## src/rtl/core/fsp_pkg.sv

```systemverilog
// fsp_pkg: types and constants for the format spec parser
// transaction structs for the input and result channels, character codes, phase codes
// no dependencies
package fsp_pkg;

  typedef struct packed {
    logic [7:0] char_in;
    logic       first;
  } fsp_in_t;

  typedef struct packed {
    logic        left_align;
    logic        center_align;
    logic        zero_pad;
    logic [15:0] field_width;
    logic        has_precision;
    logic [15:0] precision_value;
    logic        truncate;
    logic [15:0] repeat_count;
    logic [7:0]  specifier;
    logic        malformed;
  } fsp_out_t;

  localparam logic [7:0] CH_MINUS = 8'h2D;
  localparam logic [7:0] CH_UNDER = 8'h5F;
  localparam logic [7:0] CH_ZERO  = 8'h30;
  localparam logic [7:0] CH_NINE  = 8'h39;
  localparam logic [7:0] CH_DOT   = 8'h2E;
  localparam logic [7:0] CH_BANG  = 8'h21;
  localparam logic [7:0] CH_STAR  = 8'h2A;
  localparam logic [7:0] CH_NUL   = 8'h00;

  localparam logic [2:0] PH_FLAGS  = 3'd0;
  localparam logic [2:0] PH_WIDTH  = 3'd1;
  localparam logic [2:0] PH_PREC   = 3'd2;
  localparam logic [2:0] PH_TRUNC  = 3'd3;
  localparam logic [2:0] PH_REPEAT = 3'd4;

  localparam int FB_LEFT   = 0;
  localparam int FB_CENTER = 1;
  localparam int FB_ZERO   = 2;

endpackage

```

## src/rtl/core/format_spec_parser_unit.sv

```systemverilog
// format_spec_parser_unit: top level of the format spec parser
// input register, fsp_core decode and result register; depends on fsp_pkg, fsp_core
//
//   channel  | ports                          | payload
//   input    | in_valid, in_ready, in_data    | fsp_in_t, one character per transaction
//   result   | out_valid, out_ready, out_data | fsp_out_t, zero or one per input transaction
//
// one character is accepted every cycle while no result stalls; the result is registered
// the only loop is the spec state update in fsp_core, one character per unstalled cycle
// reset is synchronous, active low, and clears both pipeline stages and the spec state
// a result held on a low out_ready stalls the pipeline; in_ready drops only then
module format_spec_parser_unit import fsp_pkg::*; #(
  parameter int COUNT_BITS = 16
) (
  input  logic     clk,
  input  logic     rst_n,
  input  logic     in_valid,
  output logic     in_ready,
  input  fsp_in_t  in_data,
  output logic     out_valid,
  input  logic     out_ready,
  output fsp_out_t out_data
);

  logic     in_valid_r;
  fsp_in_t  in_data_r;
  logic     out_valid_r;
  fsp_out_t out_data_r;
  logic     stall;
  logic     advance;
  logic     res_valid;
  fsp_out_t res;

  assign stall   = out_valid_r & ~out_ready;
  assign advance = in_valid_r & ~stall;
  assign in_ready = ~in_valid_r | ~stall;

  fsp_core #(
    .COUNT_BITS(COUNT_BITS)
  ) u_core (
    .clk      (clk),
    .rst_n    (rst_n),
    .step_en  (advance),
    .item     (in_data_r),
    .res_valid(res_valid),
    .res      (res)
  );

  always_ff @(posedge clk) begin
    if (!rst_n) begin
      in_valid_r <= 1'b0;
    end else if (in_ready) begin
      in_valid_r <= in_valid;
    end
  end

  always_ff @(posedge clk) begin
    if (in_ready && in_valid) begin
      in_data_r <= in_data;
    end
  end

  always_ff @(posedge clk) begin
    if (!rst_n) begin
      out_valid_r <= 1'b0;
    end else if (!stall) begin
      out_valid_r <= advance & res_valid;
    end
  end

  always_ff @(posedge clk) begin
    if (!stall) begin
      out_data_r <= res;
    end
  end

  assign out_valid = out_valid_r;
  assign out_data  = out_data_r;

endmodule

```

## src/rtl/core/fsp_core.sv

```systemverilog
// fsp_core: spec parser state and per-character decode
// holds the partial spec, steps it by one character and forms the result
// depends on fsp_pkg
module fsp_core import fsp_pkg::*; #(
  parameter int COUNT_BITS = 16
) (
  input  logic     clk,
  input  logic     rst_n,
  input  logic     step_en,
  input  fsp_in_t  item,
  output logic     res_valid,
  output fsp_out_t res
);

  localparam int CB = COUNT_BITS;

  logic [2:0]    phase_r, phase_nxt;
  logic [2:0]    flag_r, flag_nxt;
  logic [CB-1:0] width_r, width_nxt;
  logic [CB-1:0] prec_r, prec_nxt;
  logic          prec_seen_r, prec_seen_nxt;
  logic          trunc_r, trunc_nxt;
  logic [CB-1:0] repeat_r, repeat_nxt;

  logic [2:0]    ph;
  logic [2:0]    flg;
  logic [CB-1:0] wacc, pacc, racc, rep;
  logic          pseen, tseen;
  logic [7:0]    c;
  logic          is_dig;
  logic          emit;
  logic          eff_left, eff_center, eff_zero;

  function automatic logic [CB-1:0] acc_push(input logic [CB-1:0] acc, input logic [3:0] d);
    logic [CB+3:0] v;
    v = ({4'b0, acc} << 3) + ({4'b0, acc} << 1) + (CB+4)'(d);
    return (v[CB+3:CB] != 4'b0) ? {CB{1'b1}} : v[CB-1:0];
  endfunction

  always_comb begin
    c      = item.char_in;
    is_dig = (c >= CH_ZERO) && (c <= CH_NINE);
    ph     = item.first ? PH_FLAGS : phase_r;
    flg    = item.first ? 3'b0 : flag_r;
    wacc   = item.first ? '0 : width_r;
    pacc   = item.first ? '0 : prec_r;
    racc   = item.first ? '0 : repeat_r;
    pseen  = item.first ? 1'b0 : prec_seen_r;
    tseen  = item.first ? 1'b0 : trunc_r;

    phase_nxt     = ph;
    flag_nxt      = flg;
    width_nxt     = wacc;
    prec_nxt      = pacc;
    prec_seen_nxt = pseen;
    trunc_nxt     = tseen;
    repeat_nxt    = racc;
    emit          = 1'b0;

    priority if (ph == PH_FLAGS && c == CH_MINUS) begin
      flag_nxt[FB_LEFT] = 1'b1;
    end else if (ph == PH_FLAGS && c == CH_UNDER) begin
      flag_nxt[FB_CENTER] = 1'b1;
    end else if (ph == PH_FLAGS && c == CH_ZERO) begin
      flag_nxt[FB_ZERO] = 1'b1;
    end else if (ph <= PH_WIDTH && is_dig) begin
      width_nxt = acc_push(wacc, c[3:0]);
      phase_nxt = PH_WIDTH;
    end else if (ph <= PH_WIDTH && c == CH_DOT) begin
      prec_seen_nxt = 1'b1;
      phase_nxt     = PH_PREC;
    end else if (ph == PH_PREC && is_dig) begin
      prec_nxt = acc_push(pacc, c[3:0]);
    end else if (ph <= PH_PREC && c == CH_BANG) begin
      trunc_nxt = 1'b1;
      phase_nxt = PH_TRUNC;
    end else if (ph <= PH_TRUNC && c == CH_STAR) begin
      phase_nxt = PH_REPEAT;
    end else if (ph <= PH_TRUNC) begin
      emit = 1'b1;
    end else if (ph == PH_REPEAT && is_dig) begin
      repeat_nxt = acc_push(racc, c[3:0]);
    end else if (ph == PH_REPEAT) begin
      emit = 1'b1;
    end else begin
      phase_nxt     = PH_FLAGS;
      flag_nxt      = 3'b0;
      width_nxt     = '0;
      prec_nxt      = '0;
      prec_seen_nxt = 1'b0;
      trunc_nxt     = 1'b0;
      repeat_nxt    = '0;
    end

    if (emit) begin
      phase_nxt     = PH_FLAGS;
      flag_nxt      = 3'b0;
      width_nxt     = '0;
      prec_nxt      = '0;
      prec_seen_nxt = 1'b0;
      trunc_nxt     = 1'b0;
      repeat_nxt    = '0;
    end
  end

  // result fields from the spec as it stood before this character
  always_comb begin
    eff_center = flg[FB_CENTER];
    eff_left   = flg[FB_LEFT] & ~eff_center;
    eff_zero   = flg[FB_ZERO] & ~flg[FB_LEFT] & ~eff_center;
    rep        = (racc == '0) ? CB'(1) : racc;
    res_valid  = emit;
    if (c == CH_NUL) begin
      res                 = '0;
      res.repeat_count    = 16'd1;
      res.malformed       = 1'b1;
    end else begin
      res.left_align      = eff_left;
      res.center_align    = eff_center;
      res.zero_pad        = eff_zero;
      res.field_width     = 16'(wacc);
      res.has_precision   = pseen;
      res.precision_value = 16'(pacc);
      res.truncate        = tseen;
      res.repeat_count    = 16'(rep);
      res.specifier       = c;
      res.malformed       = 1'b0;
    end
  end

  always_ff @(posedge clk) begin
    if (!rst_n) begin
      phase_r     <= PH_FLAGS;
      flag_r      <= 3'b0;
      width_r     <= '0;
      prec_r      <= '0;
      prec_seen_r <= 1'b0;
      trunc_r     <= 1'b0;
      repeat_r    <= '0;
    end else if (step_en) begin
      phase_r     <= phase_nxt;
      flag_r      <= flag_nxt;
      width_r     <= width_nxt;
      prec_r      <= prec_nxt;
      prec_seen_r <= prec_seen_nxt;
      trunc_r     <= trunc_nxt;
      repeat_r    <= repeat_nxt;
    end
  end

endmodule

```

## config.mk

```make
export PLATFORM = sky130hd
export DESIGN_NAME = format_spec_parser_unit
export DESIGN_NICKNAME = d
export VERILOG_FILES = /design/src/rtl/core/fsp_pkg.sv /design/src/rtl/core/format_spec_parser_unit.sv /design/src/rtl/core/fsp_core.sv
export SDC_FILE = /design/constraint.sdc
export NUM_CORES = 1
export LEC_CHECK = 0
export ABC_AREA = 1
export ABC_CLOCK_PERIOD_IN_PS = 3900
export BUFFER_PORTS_ARGS = -buffer_cell sky130_fd_sc_hd__clkbuf_2
export CAP_MARGIN = 30
export CORE_AREA = 3 3 136 138
export CTS_BUF_LIST = sky130_fd_sc_hd__clkbuf_8
export DETAILED_ROUTE_END_ITERATION = 10
export DIE_AREA = 0 0 139 141
export GPL_TIMING_DRIVEN = 1
export PLACE_DENSITY = 0.77
export SLEW_MARGIN = 30
export SYNTH_ARGS = -nofsm -noshare
export SYNTH_HDL_FRONTEND = slang
export SYNTH_SLANG_ARGS = --single-unit
```

## constraint.sdc

```tcl
create_clock -name clk -period 3.9 [get_ports clk]
set_clock_uncertainty 0.05 [all_clocks]
set_input_delay 0.39 -clock clk [delete_from_list [all_inputs] [get_ports clk]]
set_output_delay 0.39 -clock clk [all_outputs]
set_load 0.01 [all_outputs]
```

==> impl_results.html, run 1 <==
<table>
<tr><th>Metric</th><th>Value</th></tr>
<tr><th colspan="2">Die</th></tr>
<tr><td>Initial Utilization</td><td>0.597</td></tr>
<tr><td>Total I/O pin count</td><td>77</td></tr>
<tr><td>Std-Cell Rows</td><td>48</td></tr>
<tr><td>Die outline area</td><td>19600 um^2</td></tr>
<tr><td>Core Box Area</td><td>17300 um^2</td></tr>
<tr><td>DIE WIDTH</td><td>approximately 140 um</td></tr>
<tr><td>Die Height</td><td>141 um</td></tr>
<tr><th colspan="2">CTS</th></tr>
<tr><td>Total clock buffers created by CTS</td><td>17</td></tr>
<tr><td>Clock latency of the later-clocked register in the worst-skew pair</td><td>0.45 ns</td></tr>
<tr><td>Root cell of the clock tree</td><td>sky130_fd_sc_hd__clkbuf_8</td></tr>
<tr><td>Number of hold buffers added after cts</td><td>0</td></tr>
<tr><td>Clock-pin transition on the worst setup and hold timing paths</td><td>0.08 ns</td></tr>
<tr><td>Total clock sinks</td><td>129</td></tr>
<tr><td>Maximum number of buffers from clock root to sink</td><td>2</td></tr>
<tr><td># H-tree levels</td><td>4</td></tr>
<tr><td>CTS tree</td><td>built</td></tr>
<tr><th colspan="2">Synth</th></tr>
<tr><td>Register area share after synthesis</td><td>0.319</td></tr>
<tr><td>Cell accounting for the most synthesized area</td><td>sky130_fd_sc_hd__edfxtp_1</td></tr>
<tr><td>Post-synthesis register bit count</td><td>129</td></tr>
<tr><td>Syn Inst Count</td><td>roughly 1.5k</td></tr>
<tr><td>Most area-consuming cells after synthesis</td><td>sky130_fd_sc_hd__edfxtp_1 21%, sky130_fd_sc_hd__nand2_1 19%, sky130_fd_sc_hd__ha_1 11%, sky130_fd_sc_hd__dfxtp_1 11%, sky130_fd_sc_hd__inv_1 7.3%</td></tr>
<tr><td>Mean cell area of the mapped netlist</td><td>about 6.7 um^2</td></tr>
<tr><td>Netlist Area Pre-Place</td><td>10300 um^2</td></tr>
<tr><td>Post-synth top flop</td><td>sky130_fd_sc_hd__edfxtp_1</td></tr>
<tr><td>EDFF count, synth</td><td>71</td></tr>
<tr><td>Fraction of registers with async set/reset</td><td>0</td></tr>
<tr><td>Area share of the largest cell type after synthesis</td><td>0.206</td></tr>
<tr><td>Unique masters post-synth</td><td>slightly above 40</td></tr>
<tr><td>Yosys synthesis warning count</td><td>0</td></tr>
<tr><td>Net Count, Synth</td><td>1643</td></tr>
<tr><th colspan="2">Finish</th></tr>
<tr><td>Total number of nets in the final design</td><td>1699</td></tr>
<tr><td>Most frequent cells in the layout</td><td>506 x sky130_fd_sc_hd__nand2_1, 201 x sky130_fd_sc_hd__inv_1, 142 x sky130_fd_sc_hd__a21oi_1</td></tr>
<tr><td>Count of filler cells inserted in the layout</td><td>1572</td></tr>
<tr><td>Register cell area after layout</td><td>between 3000 and 4000 um^2</td></tr>
<tr><td>Footprint of the multi-input gates</td><td>6000 um^2</td></tr>
<tr><td>Final standard cell count with taps included and fillers excluded</td><td>1826</td></tr>
<tr><td>Leading cell type in the layout, fill and taps excluded</td><td>sky130_fd_sc_hd__nand2_1</td></tr>
<tr><td>Fraction of layout instances using a drive strength above 1</td><td>0.111</td></tr>
<tr><td>Layout-stage area growth over the synthesis result</td><td>9.77%</td></tr>
<tr><td>Utilization after layout</td><td>0.655</td></tr>
<tr><td>Inserted Diodes</td><td>0</td></tr>
<tr><th colspan="2">Critical path</th></tr>
<tr><td>R2R Setup Slk</td><td>roughly 0.35 ns</td></tr>
<tr><td>Required time of the critical path</td><td>4.16 ns</td></tr>
<tr><td>Critical path data arrival time</td><td>3.81 ns</td></tr>
<tr><td>Top fanout value on the critical path</td><td>18</td></tr>
<tr><td>Critical path capture point type</td><td>register</td></tr>
<tr><td>Sort of element at the start of the critical path</td><td>register</td></tr>
<tr><td>Crit path kind</td><td>register to register</td></tr>
<tr><th colspan="2">Timing</th></tr>
<tr><td>Fin worst setup slack</td><td>0.354 ns</td></tr>
<tr><td>Worst hold slack</td><td>0.0665 ns</td></tr>
<tr><td>Clock period minus final worst setup slack</td><td>around 3.5 ns</td></tr>
<tr><td>Period utilization</td><td>0.909</td></tr>
<tr><td>Count of final hold-check violations</td><td>0</td></tr>
<tr><td>Max-slew violation count</td><td>0</td></tr>
<tr><td>Setup Viol. Count Final</td><td>0</td></tr>
<tr><td>Least-Margin Pin Slew</td><td>0.874 ns</td></tr>
<tr><td>Fmax</td><td>282 MHz</td></tr>
<tr><td>Slew Limit Headroom</td><td>0.417</td></tr>
<tr><th colspan="2">Placed design</th></tr>
<tr><td>Number of placed instances with taps included</td><td>1793</td></tr>
<tr><td>Post-DP HPWL</td><td>just over 20000 um</td></tr>
<tr><td>Setup WS pre-CTS</td><td>roughly 0.28 ns</td></tr>
<tr><td>Global placement routability congestion</td><td>0.935</td></tr>
<tr><td>Port bufs</td><td>76</td></tr>
<tr><th colspan="2">GRT</th></tr>
<tr><td>Total Routing Usage GR</td><td>0.283</td></tr>
<tr><td>Via count of the first global-routing pass</td><td>9501</td></tr>
<tr><td>Maximum number of pins on one net before global-route repair</td><td>64</td></tr>
<tr><td>Global-route wire length before repair</td><td>46000 um</td></tr>
<tr><td>Antenna violations before repair</td><td>0</td></tr>
<tr><td>Aggregate global routing overflow</td><td>0</td></tr>
<tr><th colspan="2">Pwr</th></tr>
<tr><td>Net load switching power</td><td>between 600 and 700 uW</td></tr>
<tr><td>Static Leak</td><td>approximately 6.1 nW</td></tr>
<tr><td>Overall power</td><td>2.89 mW</td></tr>
<tr><td>Switching power as a share of total power</td><td>0.238</td></tr>
<tr><td>Pwr Density</td><td>between 200 and 300 nW/um^2</td></tr>
<tr><td>Max rail drop VDD</td><td>~0.00031 V</td></tr>
<tr><td>Power share of the combinational group</td><td>0.057</td></tr>
<tr><td>Internal Dissipation</td><td>~2.2 mW</td></tr>
<tr><td>Proportion of power drawn by the clock network</td><td>0.430</td></tr>
<tr><td>Sequential share of power</td><td>0.513</td></tr>
<tr><th colspan="2">Detailed routing</th></tr>
<tr><td>DR WL met2</td><td>14000 um</td></tr>
<tr><td>Top Metal Used</td><td>met4</td></tr>
<tr><td>Detailed-route vias per instance</td><td>5.43</td></tr>
<tr><td>DRT met1 WL</td><td>11800 um</td></tr>
<tr><td>Met3 layer wire length in the routed design</td><td>1360 um</td></tr>
<tr><td>Remaining design rule violation count</td><td>0</td></tr>
<tr><td>Routed wire per std cell</td><td>15.3 um</td></tr>
<tr><td>Number of routed nets with antenna violations</td><td>0</td></tr>
<tr><td>Via count of the routed design</td><td>9920</td></tr>
<tr><td>DR iter-0 viols</td><td>just over 900</td></tr>
<tr><td>Aggregate routed wire length</td><td>27900 um</td></tr>
<tr><td>Number of detailed-routing iterations run before antenna repair</td><td>6</td></tr>
<tr><th colspan="2">Run status</th></tr>
<tr><td>Status</td><td>complete, no violations</td></tr>
<tr><th colspan="2">Flow run</th></tr>
<tr><td>Number of maximum-capacitance violations</td><td>0</td></tr>
<tr><th colspan="2">Min path</th></tr>
<tr><td>Worst hold path type</td><td>input port to register</td></tr>
</table>
[cells in the mapped netlist, types with 16 or more instances]
library cell,instances
sky130_fd_sc_hd__a21oi_2,20
sky130_fd_sc_hd__clkbuf_1,32
sky130_fd_sc_hd__edfxtp_1,71
sky130_fd_sc_hd__a21oi_1,142
sky130_fd_sc_hd__inv_1,200
sky130_fd_sc_hd__ha_1,93
sky130_fd_sc_hd__nand4_1,28
sky130_fd_sc_hd__nand2_1,509
sky130_fd_sc_hd__nor2_1,142
sky130_fd_sc_hd__nand3_1,94
sky130_fd_sc_hd__o21ai_0,35
sky130_fd_sc_hd__buf_2,16
sky130_fd_sc_hd__dfxtp_1,58
[critical path: stages, from the launching register on]
cell and delay (ns):
sky130_fd_sc_hd__edfxtp_1 0.46, sky130_fd_sc_hd__inv_4 0.21, sky130_fd_sc_hd__buf_4 0.23, sky130_fd_sc_hd__nand2_1 0.19
sky130_fd_sc_hd__inv_1 0.19, sky130_fd_sc_hd__ha_1 0.26, sky130_fd_sc_hd__ha_1 0.36, sky130_fd_sc_hd__nand2_1 0.10
sky130_fd_sc_hd__nor2_1 0.17, sky130_fd_sc_hd__and2_1 0.14, sky130_fd_sc_hd__nand2_1 0.08, sky130_fd_sc_hd__nand3_1 0.08
sky130_fd_sc_hd__nand2_1 0.09, sky130_fd_sc_hd__nor2_1 0.25, sky130_fd_sc_hd__buf_4 0.22, sky130_fd_sc_hd__nand3_1 0.08
sky130_fd_sc_hd__nand2_1 0.07, sky130_fd_sc_hd__nand2_1 0.05, sky130_fd_sc_hd__nand2_1 0.06, sky130_fd_sc_hd__a21oi_1 0.06
[state kept, by name (all words and copies together) (netlist names)]
| signal | cells |
|---|---|
| in_valid_r | 1 |
| u_core.repeat_r | 16 |
| u_core.prec_seen_r | 1 |
| u_core.trunc_r | 1 |
| u_core.flag_r | 3 |
| out_data | 62 |
| u_core.width_r | 16 |
| out_valid | 1 |
| in_data_r | 9 |
| u_core.prec_r | 16 |
| u_core.phase_r | 3 |
[layout make-up]
type                       count  area share
sequential                   129       0.291
timing repair buffer          94      0.0483
multi-input combinational   1137       0.529
clock inverter                15      0.0170
tap                          225      0.0248
inverter                     209      0.0697
clock buffer                  17      0.0206
[kinds of logic after synthesis]
logic type | share of synthesized area
AOI/OAI and AO/OA | 0.111
adders and majority gates | 0.122
xor gates and xnor gates | 0.0170
buffers and inverters | 0.103
DFF | 0.319
and+or+nand+nor | 0.328
[power by group through the flow]
stage	Sequential [mW]	Clock, mW	Combinational (mW)
2_1_floorplan	1.52	0	0.0877
3_3_place_gp	1.51	0	0.161
3_5_place_dp	1.51	0	0.162
4_1_cts	1.48	1.26	0.163
5_1_grt	1.48	1.31	0.178
6_report	1.48	1.24	0.165
[path summary, 6_finish.rpt]
check	startpoint	depth (start not counted)	endpoint
worst max-delay path	in_data_r[0]	19	u_core.prec_r[12]
worst min-delay path	in_data[7]	1	in_data_r[7]
worst max register to register	in_data_r[0]	19	u_core.prec_r[12]
worst min register to register	u_core.repeat_r[14]	2	u_core.repeat_r[14]
[per-layer routing]
layer / vias to the layer above / global-route usage
met5: - / 0
met4: 0 / 0.107
met3: 59 / 0.0434
met2: 280 / 0.505
met1: 4539 / 0.347
li1: 5042 / -
[per-stage QoR]
| stage | area [um^2] | TNS [ns] |
|---|---|---|
| CTS | 11300 | 0 |
| floorplan | 10300 | 0 |
| global placement | 10900 | 0 |
| global route | 11300 | -0.0131 |
| finish | 11300 | 0 |
| detailed placement | 10900 | 0 |
[repair_timing]
action,in CTS,in global routing
resized for setup,0,6
endpoints found under the hold margin,0,0
setup buffers,0,1
setup endpoints to repair,0,26
Note: power is estimated with default switching activity, not from simulation.
==> run 2: changes to the inputs <==
ABC_AREA = unset   (was 1)
CORE_AREA = 3 3 126 128   (was 3 3 136 138)
DIE_AREA = 0 0 129 131   (was 0 0 139 141)
PLACE_DENSITY = 0.78   (was 0.77)
==> run 2 against run 1 <==
  * Routed wire length shrank 22%
  * Sequential share of layout area grew 2.9 points
  * First-iteration DRC count shrank 46%
  * Core utilization grew 3.2 points
  * Final area shrank 9.2%
  * Largest cell class unchanged
  * Largest power group unchanged
==> impl_results.html, run 2 <==
<table>
<tr><th>Metric</th><th>Value</th></tr>
<tr><th colspan="2">Run status</th></tr>
<tr><td>Status</td><td>complete, no violations (unchanged)</td></tr>
<tr><th colspan="2">Synth</th></tr>
<tr><td>Mean cell area of the mapped netlist</td><td>9.25 um^2 (was 6.74 um^2)</td></tr>
<tr><td>Register area share after synthesis</td><td>0.370 (was 0.319)</td></tr>
<tr><td>Area share of the largest cell type after synthesis</td><td>0.240 (was 0.206)</td></tr>
<tr><td>Unique masters post-synth</td><td>83 (was 41)</td></tr>
<tr><td>Most area-consuming cells after synthesis</td><td>sky130_fd_sc_hd__edfxtp_1 24%, sky130_fd_sc_hd__ha_1 13%, sky130_fd_sc_hd__dfxtp_1 13%, sky130_fd_sc_hd__nor2b_1 5.2%, sky130_fd_sc_hd__a21oi_1 4.9% (was sky130_fd_sc_hd__edfxtp_1 21%, sky130_fd_sc_hd__nand2_1 19%, sky130_fd_sc_hd__ha_1 11%, sky130_fd_sc_hd__dfxtp_1 11%, sky130_fd_sc_hd__inv_1 7.3%)</td></tr>
<tr><td>Netlist Area Pre-Place</td><td>8900 um^2 (was 10300 um^2)</td></tr>
<tr><td>Post-synthesis register bit count</td><td>129 (unchanged)</td></tr>
<tr><td>Net Count, Synth</td><td>1073 (was 1643)</td></tr>
<tr><td>Cell accounting for the most synthesized area</td><td>sky130_fd_sc_hd__edfxtp_1 (unchanged)</td></tr>
<tr><td>Syn Inst Count</td><td>962 (was 1532)</td></tr>
<tr><td>Post-synth top flop</td><td>sky130_fd_sc_hd__edfxtp_1 (unchanged)</td></tr>
<tr><td>Most frequent cells after synthesis</td><td>93 x sky130_fd_sc_hd__ha_1, 87 x sky130_fd_sc_hd__a21oi_1, 80 x sky130_fd_sc_hd__nand2_1 (was 509 x sky130_fd_sc_hd__nand2_1, 200 x sky130_fd_sc_hd__inv_1, 142 x sky130_fd_sc_hd__a21oi_1, 142 x sky130_fd_sc_hd__nor2_1, 94 x sky130_fd_sc_hd__nand3_1)</td></tr>
<tr><td>Yosys synthesis warning count</td><td>0 (unchanged)</td></tr>
<tr><td>Fraction of registers with async set/reset</td><td>0 (unchanged)</td></tr>
<tr><td>EDFF count, synth</td><td>71 (unchanged)</td></tr>
<tr><td>Most repeated cell in the gate-level netlist after synthesis</td><td>sky130_fd_sc_hd__ha_1 (was sky130_fd_sc_hd__nand2_1)</td></tr>
<tr><th colspan="2">Finish</th></tr>
<tr><td>Utilization after layout</td><td>0.687 (was 0.655)</td></tr>
<tr><td>Fraction of layout instances using a drive strength above 1</td><td>0.202 (was 0.111)</td></tr>
<tr><td>Final design area excluding fillers</td><td>10300 um^2 (was 11300 um^2)</td></tr>
<tr><td>Final standard cell count with taps included and fillers excluded</td><td>1263 (was 1826)</td></tr>
<tr><td>Total number of nets in the final design</td><td>1173 (was 1699)</td></tr>
<tr><td>Most frequent cells in the layout</td><td>92 x sky130_fd_sc_hd__ha_1, 86 x sky130_fd_sc_hd__a21oi_1, 80 x sky130_fd_sc_hd__nand2_1 (was 506 x sky130_fd_sc_hd__nand2_1, 201 x sky130_fd_sc_hd__inv_1, 142 x sky130_fd_sc_hd__a21oi_1)</td></tr>
<tr><td>Layout-stage area growth over the synthesis result</td><td>15.7% (was 9.77%)</td></tr>
<tr><td>Count of filler cells inserted in the layout</td><td>1161 (was 1572)</td></tr>
<tr><td>Largest register FFs</td><td>62 (unchanged)</td></tr>
<tr><td>Inserted Diodes</td><td>0 (unchanged)</td></tr>
<tr><td>Leading cell type in the layout, fill and taps excluded</td><td>sky130_fd_sc_hd__ha_1 (was sky130_fd_sc_hd__nand2_1)</td></tr>
<tr><th colspan="2">Critical path</th></tr>
<tr><td>R2R Setup Slk</td><td>0.15 ns (was 0.35 ns)</td></tr>
<tr><td>Crit path kind</td><td>register to register (unchanged)</td></tr>
<tr><td>Required time of the critical path</td><td>4.19 ns (was 4.16 ns)</td></tr>
<tr><td>Top fanout value on the critical path</td><td>14 (was 18)</td></tr>
<tr><td>Count of cells along the worst register-to-register path</td><td>13 (was 19)</td></tr>
<tr><td>Worst setup path start</td><td>in_data_r[0] (unchanged)</td></tr>
<tr><td>Critical path data arrival time</td><td>4.03 ns (was 3.81 ns)</td></tr>
<tr><td>Worst Setup EP</td><td>u_core.prec_r[8] (was u_core.prec_r[12])</td></tr>
<tr><td>Source of the worst register-to-register timing path</td><td>in_data_r[0] (unchanged)</td></tr>
<tr><td>Critical path capture point type</td><td>register (unchanged)</td></tr>
<tr><td>Reg-to-reg critical path endpoint</td><td>u_core.prec_r[8] (was u_core.prec_r[12])</td></tr>
<tr><td>Sort of element at the start of the critical path</td><td>register (unchanged)</td></tr>
<tr><th colspan="2">Die</th></tr>
<tr><td>Initial Utilization</td><td>0.594 (was 0.597)</td></tr>
<tr><td>Die Height</td><td>131 um (was 141 um)</td></tr>
<tr><td>Total I/O pin count</td><td>77 (unchanged)</td></tr>
<tr><td>Die outline area</td><td>16900 um^2 (was 19600 um^2)</td></tr>
<tr><td>Core Box Area</td><td>15000 um^2 (was 17300 um^2)</td></tr>
<tr><td>Std-Cell Rows</td><td>45 (was 48)</td></tr>
<tr><td>DIE WIDTH</td><td>129 um (was 139 um)</td></tr>
<tr><th colspan="2">CTS</th></tr>
<tr><td>Maximum number of buffers from clock root to sink</td><td>2 (unchanged)</td></tr>
<tr><td># H-tree levels</td><td>4 (unchanged)</td></tr>
<tr><td>Total clock sinks</td><td>129 (unchanged)</td></tr>
<tr><td>Number of hold buffers added after cts</td><td>0 (unchanged)</td></tr>
<tr><td>Clock-pin transition on the worst setup and hold timing paths</td><td>0.07 ns (was 0.08 ns)</td></tr>
<tr><td>CTS tree</td><td>built (unchanged)</td></tr>
<tr><td>Clock latency of the later-clocked register in the worst-skew pair</td><td>0.46 ns (was 0.45 ns)</td></tr>
<tr><td>Root cell of the clock tree</td><td>sky130_fd_sc_hd__clkbuf_8 (unchanged)</td></tr>
<tr><td>Total clock buffers created by CTS</td><td>17 (unchanged)</td></tr>
<tr><th colspan="2">Pwr</th></tr>
<tr><td>Max rail drop VDD</td><td>0.000294 V (was 0.000312 V)</td></tr>
<tr><td>Internal Dissipation</td><td>2.08 mW (was 2.20 mW)</td></tr>
<tr><td>Power share of the combinational group</td><td>0.063 (was 0.057)</td></tr>
<tr><td>Net load switching power</td><td>695 uW (was 689 uW)</td></tr>
<tr><td>Static Leak</td><td>4.83 nW (was 6.11 nW)</td></tr>
<tr><td>Sequential share of power</td><td>0.533 (was 0.513)</td></tr>
<tr><td>Proportion of power drawn by the clock network</td><td>0.404 (was 0.430)</td></tr>
<tr><td>Pwr Density</td><td>270 nW/um^2 (was 255 nW/um^2)</td></tr>
<tr><td>Switching power as a share of total power</td><td>0.250 (was 0.238)</td></tr>
<tr><th colspan="2">Timing</th></tr>
<tr><td>Fmax</td><td>267 MHz (was 282 MHz)</td></tr>
<tr><td>Worst hold slack</td><td>0.0659 ns (was 0.0665 ns)</td></tr>
<tr><td>Period utilization</td><td>0.961 (was 0.909)</td></tr>
<tr><td>Least-Margin Pin Slew</td><td>0.803 ns (was 0.874 ns)</td></tr>
<tr><td>Setup Viol. Count Final</td><td>0 (unchanged)</td></tr>
<tr><td>Clock period minus final worst setup slack</td><td>3.75 ns (was 3.55 ns)</td></tr>
<tr><td>Post-Route Setup TNS</td><td>0 ns (unchanged)</td></tr>
<tr><td>Count of final hold-check violations</td><td>0 (unchanged)</td></tr>
<tr><td>Max-slew violation count</td><td>0 (unchanged)</td></tr>
<tr><td>Slew Limit Headroom</td><td>0.462 (was 0.417)</td></tr>
<tr><th colspan="2">Placed design</th></tr>
<tr><td>Post-DP HPWL</td><td>15900 um (was 20600 um)</td></tr>
<tr><td>Global placement routability congestion</td><td>0.985 (was 0.935)</td></tr>
<tr><td>Port bufs</td><td>76 (unchanged)</td></tr>
<tr><td>Total cell area at the placement stage</td><td>9720 um^2 (was 10900 um^2)</td></tr>
<tr><td>Number of placed instances with taps included</td><td>1222 (was 1793)</td></tr>
<tr><th colspan="2">GRT</th></tr>
<tr><td>Total Routing Usage GR</td><td>0.258 (was 0.283)</td></tr>
<tr><td>Global routing usage on met3</td><td>0.0520 (was 0.0434)</td></tr>
<tr><td>Aggregate global routing overflow</td><td>0 (unchanged)</td></tr>
<tr><td>Global-route wire length before repair</td><td>35100 um (was 46000 um)</td></tr>
<tr><td>Via count of the first global-routing pass</td><td>7090 (was 9501)</td></tr>
<tr><td>Busiest layer in global routing</td><td>met2 (unchanged)</td></tr>
<tr><td>Maximum number of pins on one net before global-route repair</td><td>63 (was 64)</td></tr>
<tr><td>Routing usage on met2</td><td>0.410 (was 0.505)</td></tr>
<tr><td>Antenna violations before repair</td><td>0 (unchanged)</td></tr>
<tr><td>Met1 GRT Util</td><td>0.353 (was 0.347)</td></tr>
<tr><th colspan="2">Detailed routing</th></tr>
<tr><td>DR iter-0 viols</td><td>500 (was 921)</td></tr>
<tr><td>Routed wire per std cell</td><td>17.3 um (was 15.3 um)</td></tr>
<tr><td>Number of detailed-routing iterations run before antenna repair</td><td>5 (was 6)</td></tr>
<tr><td>Remaining design rule violation count</td><td>0 (unchanged)</td></tr>
<tr><td>Number of routed nets with antenna violations</td><td>0 (unchanged)</td></tr>
<tr><td>Via count of the routed design</td><td>7689 (was 9920)</td></tr>
<tr><td>Aggregate routed wire length</td><td>21900 um (was 27900 um)</td></tr>
<tr><td>Detailed-route vias per instance</td><td>6.09 (was 5.43)</td></tr>
<tr><th colspan="2">Flow run</th></tr>
<tr><td>Number of maximum-capacitance violations</td><td>0 (unchanged)</td></tr>
<tr><th colspan="2">Min path</th></tr>
<tr><td>Worst hold path type</td><td>input port to register (unchanged)</td></tr>
</table>
## run 2: changes by cell type after synthesis, sizes merged, moves of 24 or more
cell / delta
a21oi: -74
and2: +25
inv: -182
nand2: -433
nand3: -83
nand4: -24
nor2: -89
nor2b: +74
o21ai: +31
## run 2: worst min-delay path by stage
stage	cells past startpoint	endpoint	start
after floorplan	2	u_core.prec_r[11]	u_core.prec_r[11]
after global placement	2	u_core.prec_r[11]	u_core.prec_r[11]
after detailed placement	2	u_core.prec_r[11]	u_core.prec_r[11]
after CTS	1	in_data_r[5]	in_data[5]
after global routing	1	in_data_r[7]	in_data[7]
final	1	in_data_r[5]	in_data[5]
## run 2: logic make-up (layout without fill, tap and decap cells)
family,after synthesis,after routing,synth area share
AO/OA/AOI/OAI,281,281,0.210
XOR/XNOR,38,38,0.0374
adder cells (fa/ha/maj),98,98,0.142
buffers and inverters,76,189,0.0350
flip-flops,129,129,0.370
multiplexers,2,2,0.00239
AND/OR/NAND/NOR,338,338,0.203
## run 2: per-stage QoR
step	power, mW	setup slack, ns
global route	2.86	-0.00569
detailed placement	1.68	0.0121
global placement	1.67	0.0783
CTS	2.78	0.0337
finish	2.78	0.154
floorplan	1.61	-0.105
## run 2: per-layer routing
metal	part of all wire	routed length [um]
met4	0.030	654
met2	0.46	9990
met3	0.066	1450
met1	0.45	9800
met5	0	0
## run 2: timing repair
action,CTS,global route
pin swaps,0,5
cloned,0,1
setup endpoints to repair,1,45
setup buffers,0,8
gates resized for setup,1,32
## run 2: critical path, stage by stage (launching register included)
cell                        delay, ns
sky130_fd_sc_hd__edfxtp_1        0.43
sky130_fd_sc_hd__buf_4           0.19
sky130_fd_sc_hd__clkbuf_16       0.19
sky130_fd_sc_hd__nor2b_1         0.21
sky130_fd_sc_hd__ha_1            0.27
sky130_fd_sc_hd__ha_1            0.38
sky130_fd_sc_hd__a21o_1          0.22
sky130_fd_sc_hd__a221o_1         0.32
sky130_fd_sc_hd__a41o_1          0.22
sky130_fd_sc_hd__or3_1           0.30
sky130_fd_sc_hd__a221o_2         0.46
sky130_fd_sc_hd__buf_12          0.18
sky130_fd_sc_hd__o211ai_2        0.14
sky130_fd_sc_hd__nand2_1         0.06
## run 2: power by group through the flow
stage | Clock, mW | Sequential [mW] | Combinational (mW)
detailed placement | 0 | 1.51 | 0.167
finish | 1.12 | 1.48 | 0.175
global placement | 0 | 1.51 | 0.165
CTS | 1.13 | 1.48 | 0.168
floorplan | 0 | 1.52 | 0.0890
global route | 1.18 | 1.48 | 0.190
## run 2: area by class of cell
type | count | area [um^2] | area share
inverters | 26 | 100 | 0.00972
well taps | 188 | 235 | 0.0228
multi-input cells | 757 | 5430 | 0.527
clock inverters | 15 | 145 | 0.0141
repair buffers | 131 | 861 | 0.0836
flip-flops and latches | 129 | 3290 | 0.320
clock buffers | 17 | 234 | 0.0227
==> run 3: changes to the inputs <==
ABC_CLOCK_PERIOD_IN_PS = 4400   (was 3900)
clock period = 4.4 ns   (was 3.9 ns; I/O delays follow)
==> run 3 against run 2 <==
  * Sequential share of layout area rose by 1.3 points
  * Register-to-register slack better by 0.13 ns
  * Clock power fell by 4%
  * Via count shrank 2.9%
  * Flip-flop and latch count unchanged
  * Count of clock-buffer cells in the layout is 1 higher
  * First-iteration DRC count grew 7.0%
  * Cell count decreased by 2.6%
==> impl_results.html, run 3 (synthesized netlist as in run 2, its figures left out) <==
<table>
<tr><th>Metric</th><th>Value</th></tr>
<tr><th colspan="2">Run status</th></tr>
<tr><td>Status</td><td>complete, no violations (unchanged)</td></tr>
<tr><th colspan="2">Pwr</th></tr>
<tr><td>Pwr Density</td><td>256 nW/um^2 (was 270 nW/um^2)</td></tr>
<tr><td>Static Leak</td><td>4.66 nW (was 4.83 nW)</td></tr>
<tr><td>Max rail drop VDD</td><td>0.000250 V (was 0.000294 V)</td></tr>
<tr><td>Overall power</td><td>2.53 mW (was 2.78 mW)</td></tr>
<tr><th colspan="2">Detailed routing</th></tr>
<tr><td>Number of routed nets with antenna violations</td><td>0 (unchanged)</td></tr>
<tr><td>Detailed-route vias per instance</td><td>6.07 (was 6.09)</td></tr>
<tr><td>Number of detailed-routing iterations run before antenna repair</td><td>5 (unchanged)</td></tr>
<tr><td>Aggregate routed wire length</td><td>21100 um (was 21900 um)</td></tr>
<tr><td>Via count of the routed design</td><td>7466 (was 7689)</td></tr>
<tr><td>DR iter-0 viols</td><td>535 (was 500)</td></tr>
<tr><td>Routed wire per std cell</td><td>17.1 um (was 17.3 um)</td></tr>
<tr><td>Remaining design rule violation count</td><td>0 (unchanged)</td></tr>
<tr><th colspan="2">Die</th></tr>
<tr><td>Std-Cell Rows</td><td>45 (unchanged)</td></tr>
<tr><td>Die Height</td><td>131 um (unchanged)</td></tr>
<tr><td>Die outline area</td><td>16900 um^2 (unchanged)</td></tr>
<tr><td>DIE WIDTH</td><td>129 um (unchanged)</td></tr>
<tr><td>Initial Utilization</td><td>0.594 (unchanged)</td></tr>
<tr><td>Total I/O pin count</td><td>77 (unchanged)</td></tr>
<tr><td>Core Box Area</td><td>15000 um^2 (unchanged)</td></tr>
<tr><th colspan="2">Timing</th></tr>
<tr><td>Setup Viol. Count Final</td><td>0 (unchanged)</td></tr>
<tr><td>Fmax</td><td>243 MHz (was 267 MHz)</td></tr>
<tr><td>Period utilization</td><td>0.935 (was 0.961)</td></tr>
<tr><td>Count of final hold-check violations</td><td>0 (unchanged)</td></tr>
<tr><td>Fin worst setup slack</td><td>0.288 ns (was 0.154 ns)</td></tr>
<tr><td>Slew Limit Headroom</td><td>0.452 (was 0.462)</td></tr>
<tr><td>Worst hold slack</td><td>0.110 ns (was 0.0659 ns)</td></tr>
<tr><td>Least-Margin Pin Slew</td><td>0.820 ns (was 0.803 ns)</td></tr>
<tr><td>Clock period minus final worst setup slack</td><td>4.11 ns (was 3.75 ns)</td></tr>
<tr><td>Max-slew violation count</td><td>0 (unchanged)</td></tr>
<tr><td>RSZ-0062 raised after global routing</td><td>false</td></tr>
<tr><td>Post-Route Setup TNS</td><td>0 ns (unchanged)</td></tr>
<tr><th colspan="2">Placed design</th></tr>
<tr><td>Port bufs</td><td>76 (unchanged)</td></tr>
<tr><td>Setup WS pre-CTS</td><td>0.344 ns (was 0.0121 ns)</td></tr>
<tr><td>Total cell area at the placement stage</td><td>9480 um^2 (was 9720 um^2)</td></tr>
<tr><td>Global placement routability congestion</td><td>0.932 (was 0.985)</td></tr>
<tr><td>Post-DP HPWL</td><td>15500 um (was 15900 um)</td></tr>
<tr><th colspan="2">GRT</th></tr>
<tr><td>Aggregate global routing overflow</td><td>0 (unchanged)</td></tr>
<tr><td>Via count of the first global-routing pass</td><td>7038 (was 7090)</td></tr>
<tr><td>Total Routing Usage GR</td><td>0.256 (was 0.258)</td></tr>
<tr><td>Maximum number of pins on one net before global-route repair</td><td>63 (unchanged)</td></tr>
<tr><td>Global-route wire length before repair</td><td>34500 um (was 35100 um)</td></tr>
<tr><td>Antenna violations before repair</td><td>0 (unchanged)</td></tr>
<tr><th colspan="2">Min path</th></tr>
<tr><td>Worst hold path type</td><td>input port to register (unchanged)</td></tr>
<tr><th colspan="2">Finish</th></tr>
<tr><td>Inserted Diodes</td><td>0 (unchanged)</td></tr>
<tr><td>Total number of nets in the final design</td><td>1140 (was 1173)</td></tr>
<tr><td>Leading cell type in the layout, fill and taps excluded</td><td>sky130_fd_sc_hd__ha_1 (unchanged)</td></tr>
<tr><td>Fraction of layout instances using a drive strength above 1</td><td>0.150 (was 0.202)</td></tr>
<tr><td>Largest register FFs</td><td>62 (unchanged)</td></tr>
<tr><td>Most frequent cells in the layout</td><td>93 x sky130_fd_sc_hd__ha_1, 86 x sky130_fd_sc_hd__a21oi_1, 80 x sky130_fd_sc_hd__nand2_1 (was 92 x sky130_fd_sc_hd__ha_1, 86 x sky130_fd_sc_hd__a21oi_1, 80 x sky130_fd_sc_hd__nand2_1)</td></tr>
<tr><td>Final design area excluding fillers</td><td>9900 um^2 (was 10300 um^2)</td></tr>
<tr><td>Layout-stage area growth over the synthesis result</td><td>11.2% (was 15.7%)</td></tr>
<tr><th colspan="2">Critical path</th></tr>
<tr><td>Top fanout value on the critical path</td><td>35 (was 14)</td></tr>
<tr><td>Critical path data arrival time</td><td>4.38 ns (was 4.03 ns)</td></tr>
<tr><td>Critical path capture point type</td><td>register (unchanged)</td></tr>
<tr><td>Required time of the critical path</td><td>4.67 ns (was 4.19 ns)</td></tr>
<tr><td>Crit path kind</td><td>register to register (unchanged)</td></tr>
<tr><td>Sort of element at the start of the critical path</td><td>register (unchanged)</td></tr>
<tr><th colspan="2">CTS</th></tr>
<tr><td>Total clock sinks</td><td>129 (unchanged)</td></tr>
<tr><td>CTS tree</td><td>built (unchanged)</td></tr>
<tr><td>Count of instances resized after the clock tree is built</td><td>0 (was 1)</td></tr>
<tr><td>Number of hold buffers added after cts</td><td>0 (unchanged)</td></tr>
<tr><td>Maximum number of buffers from clock root to sink</td><td>2 (unchanged)</td></tr>
<tr><td>Total clock buffers created by CTS</td><td>17 (unchanged)</td></tr>
<tr><td>Buffers inserted during post-CTS setup optimization</td><td>0 (unchanged)</td></tr>
<tr><td>Root cell of the clock tree</td><td>sky130_fd_sc_hd__clkbuf_8 (unchanged)</td></tr>
<tr><td>Clock latency of the later-clocked register in the worst-skew pair</td><td>0.46 ns (about the same)</td></tr>
<tr><td>Clock-pin transition on the worst setup and hold timing paths</td><td>0.08 ns (was 0.07 ns)</td></tr>
<tr><td># H-tree levels</td><td>4 (unchanged)</td></tr>
<tr><th colspan="2">Flow run</th></tr>
<tr><td>Number of maximum-capacitance violations</td><td>0 (unchanged)</td></tr>
</table>
## run 3: cell types whose count changed in the layout (fill, tap and decap cells not counted), sizes merged
cell	delta
clkinvlp	-5
clkinv	-1
buf	-32
inv	+5
## run 3: cell type report
cell class,instances,area (um^2)
Inverter,26,97.6
Clock inverter,14,168
Tap cell,188,235
Clock buffer,18,248
Timing Repair Buffer,98,558
Multi-Input combinational cell,757,5300
Sequential cell,129,3290
Fill cell,1216,5080
## run 3: per-layer routing
metal	vias up	part of all wire	GRT usage
met4	0	0.018	0.0846
met2	217	0.46	0.414
li1	3694	-	-
met3	35	0.056	0.0602
met1	3520	0.46	0.341
met5	-	0	0
## run 3: worst paths after layout
| path | startpoint | slack (ns) | endpoint | depth (start not counted) |
|---|---|---|---|---|
| worst min register to register | u_core.prec_r[6] | 0.40 | u_core.prec_r[6] | 2 |
| worst max register to register | in_data_r[0] | 0.29 | u_core.prec_r[0] | 12 |
| worst min-delay path | in_data[7] | 0.11 | in_data_r[7] | 1 |
| worst max-delay path | in_data_r[0] | 0.29 | u_core.prec_r[0] | 12 |
## run 3: worst max-delay path, cell delays in order, from the launching register on
cell and delay [ns]:
sky130_fd_sc_hd__edfxtp_1 0.42, sky130_fd_sc_hd__buf_12 0.20, sky130_fd_sc_hd__nor2b_1 0.23, sky130_fd_sc_hd__fa_1 0.50, sky130_fd_sc_hd__ha_1 0.29, sky130_fd_sc_hd__a21o_1 0.19
sky130_fd_sc_hd__a221oi_1 0.37, sky130_fd_sc_hd__a22oi_1 0.23, sky130_fd_sc_hd__a41o_1 0.29, sky130_fd_sc_hd__or3_1 0.30, sky130_fd_sc_hd__a221o_2 0.56, sky130_fd_sc_hd__a211oi_1 0.27
sky130_fd_sc_hd__a211oi_1 0.07
## run 3: through the flow
| step | util | instances |
|---|---|---|
| 6_report | 0.661 | 1230 |
| 5_1_grt | 0.661 | 1230 |
| 4_1_cts | 0.661 | 1230 |
| 3_5_place_dp | 0.633 | 1198 |
| 3_3_place_gp | 0.633 | 1198 |
| 2_1_floorplan | - | 962 |
## run 3: where the power goes
group	switching [mW]	total [mW]	internal [mW]
Combinational	0.0939	0.140	0.0457
Sequential	0.0195	1.31	1.29
Clock	0.541	1.08	0.538
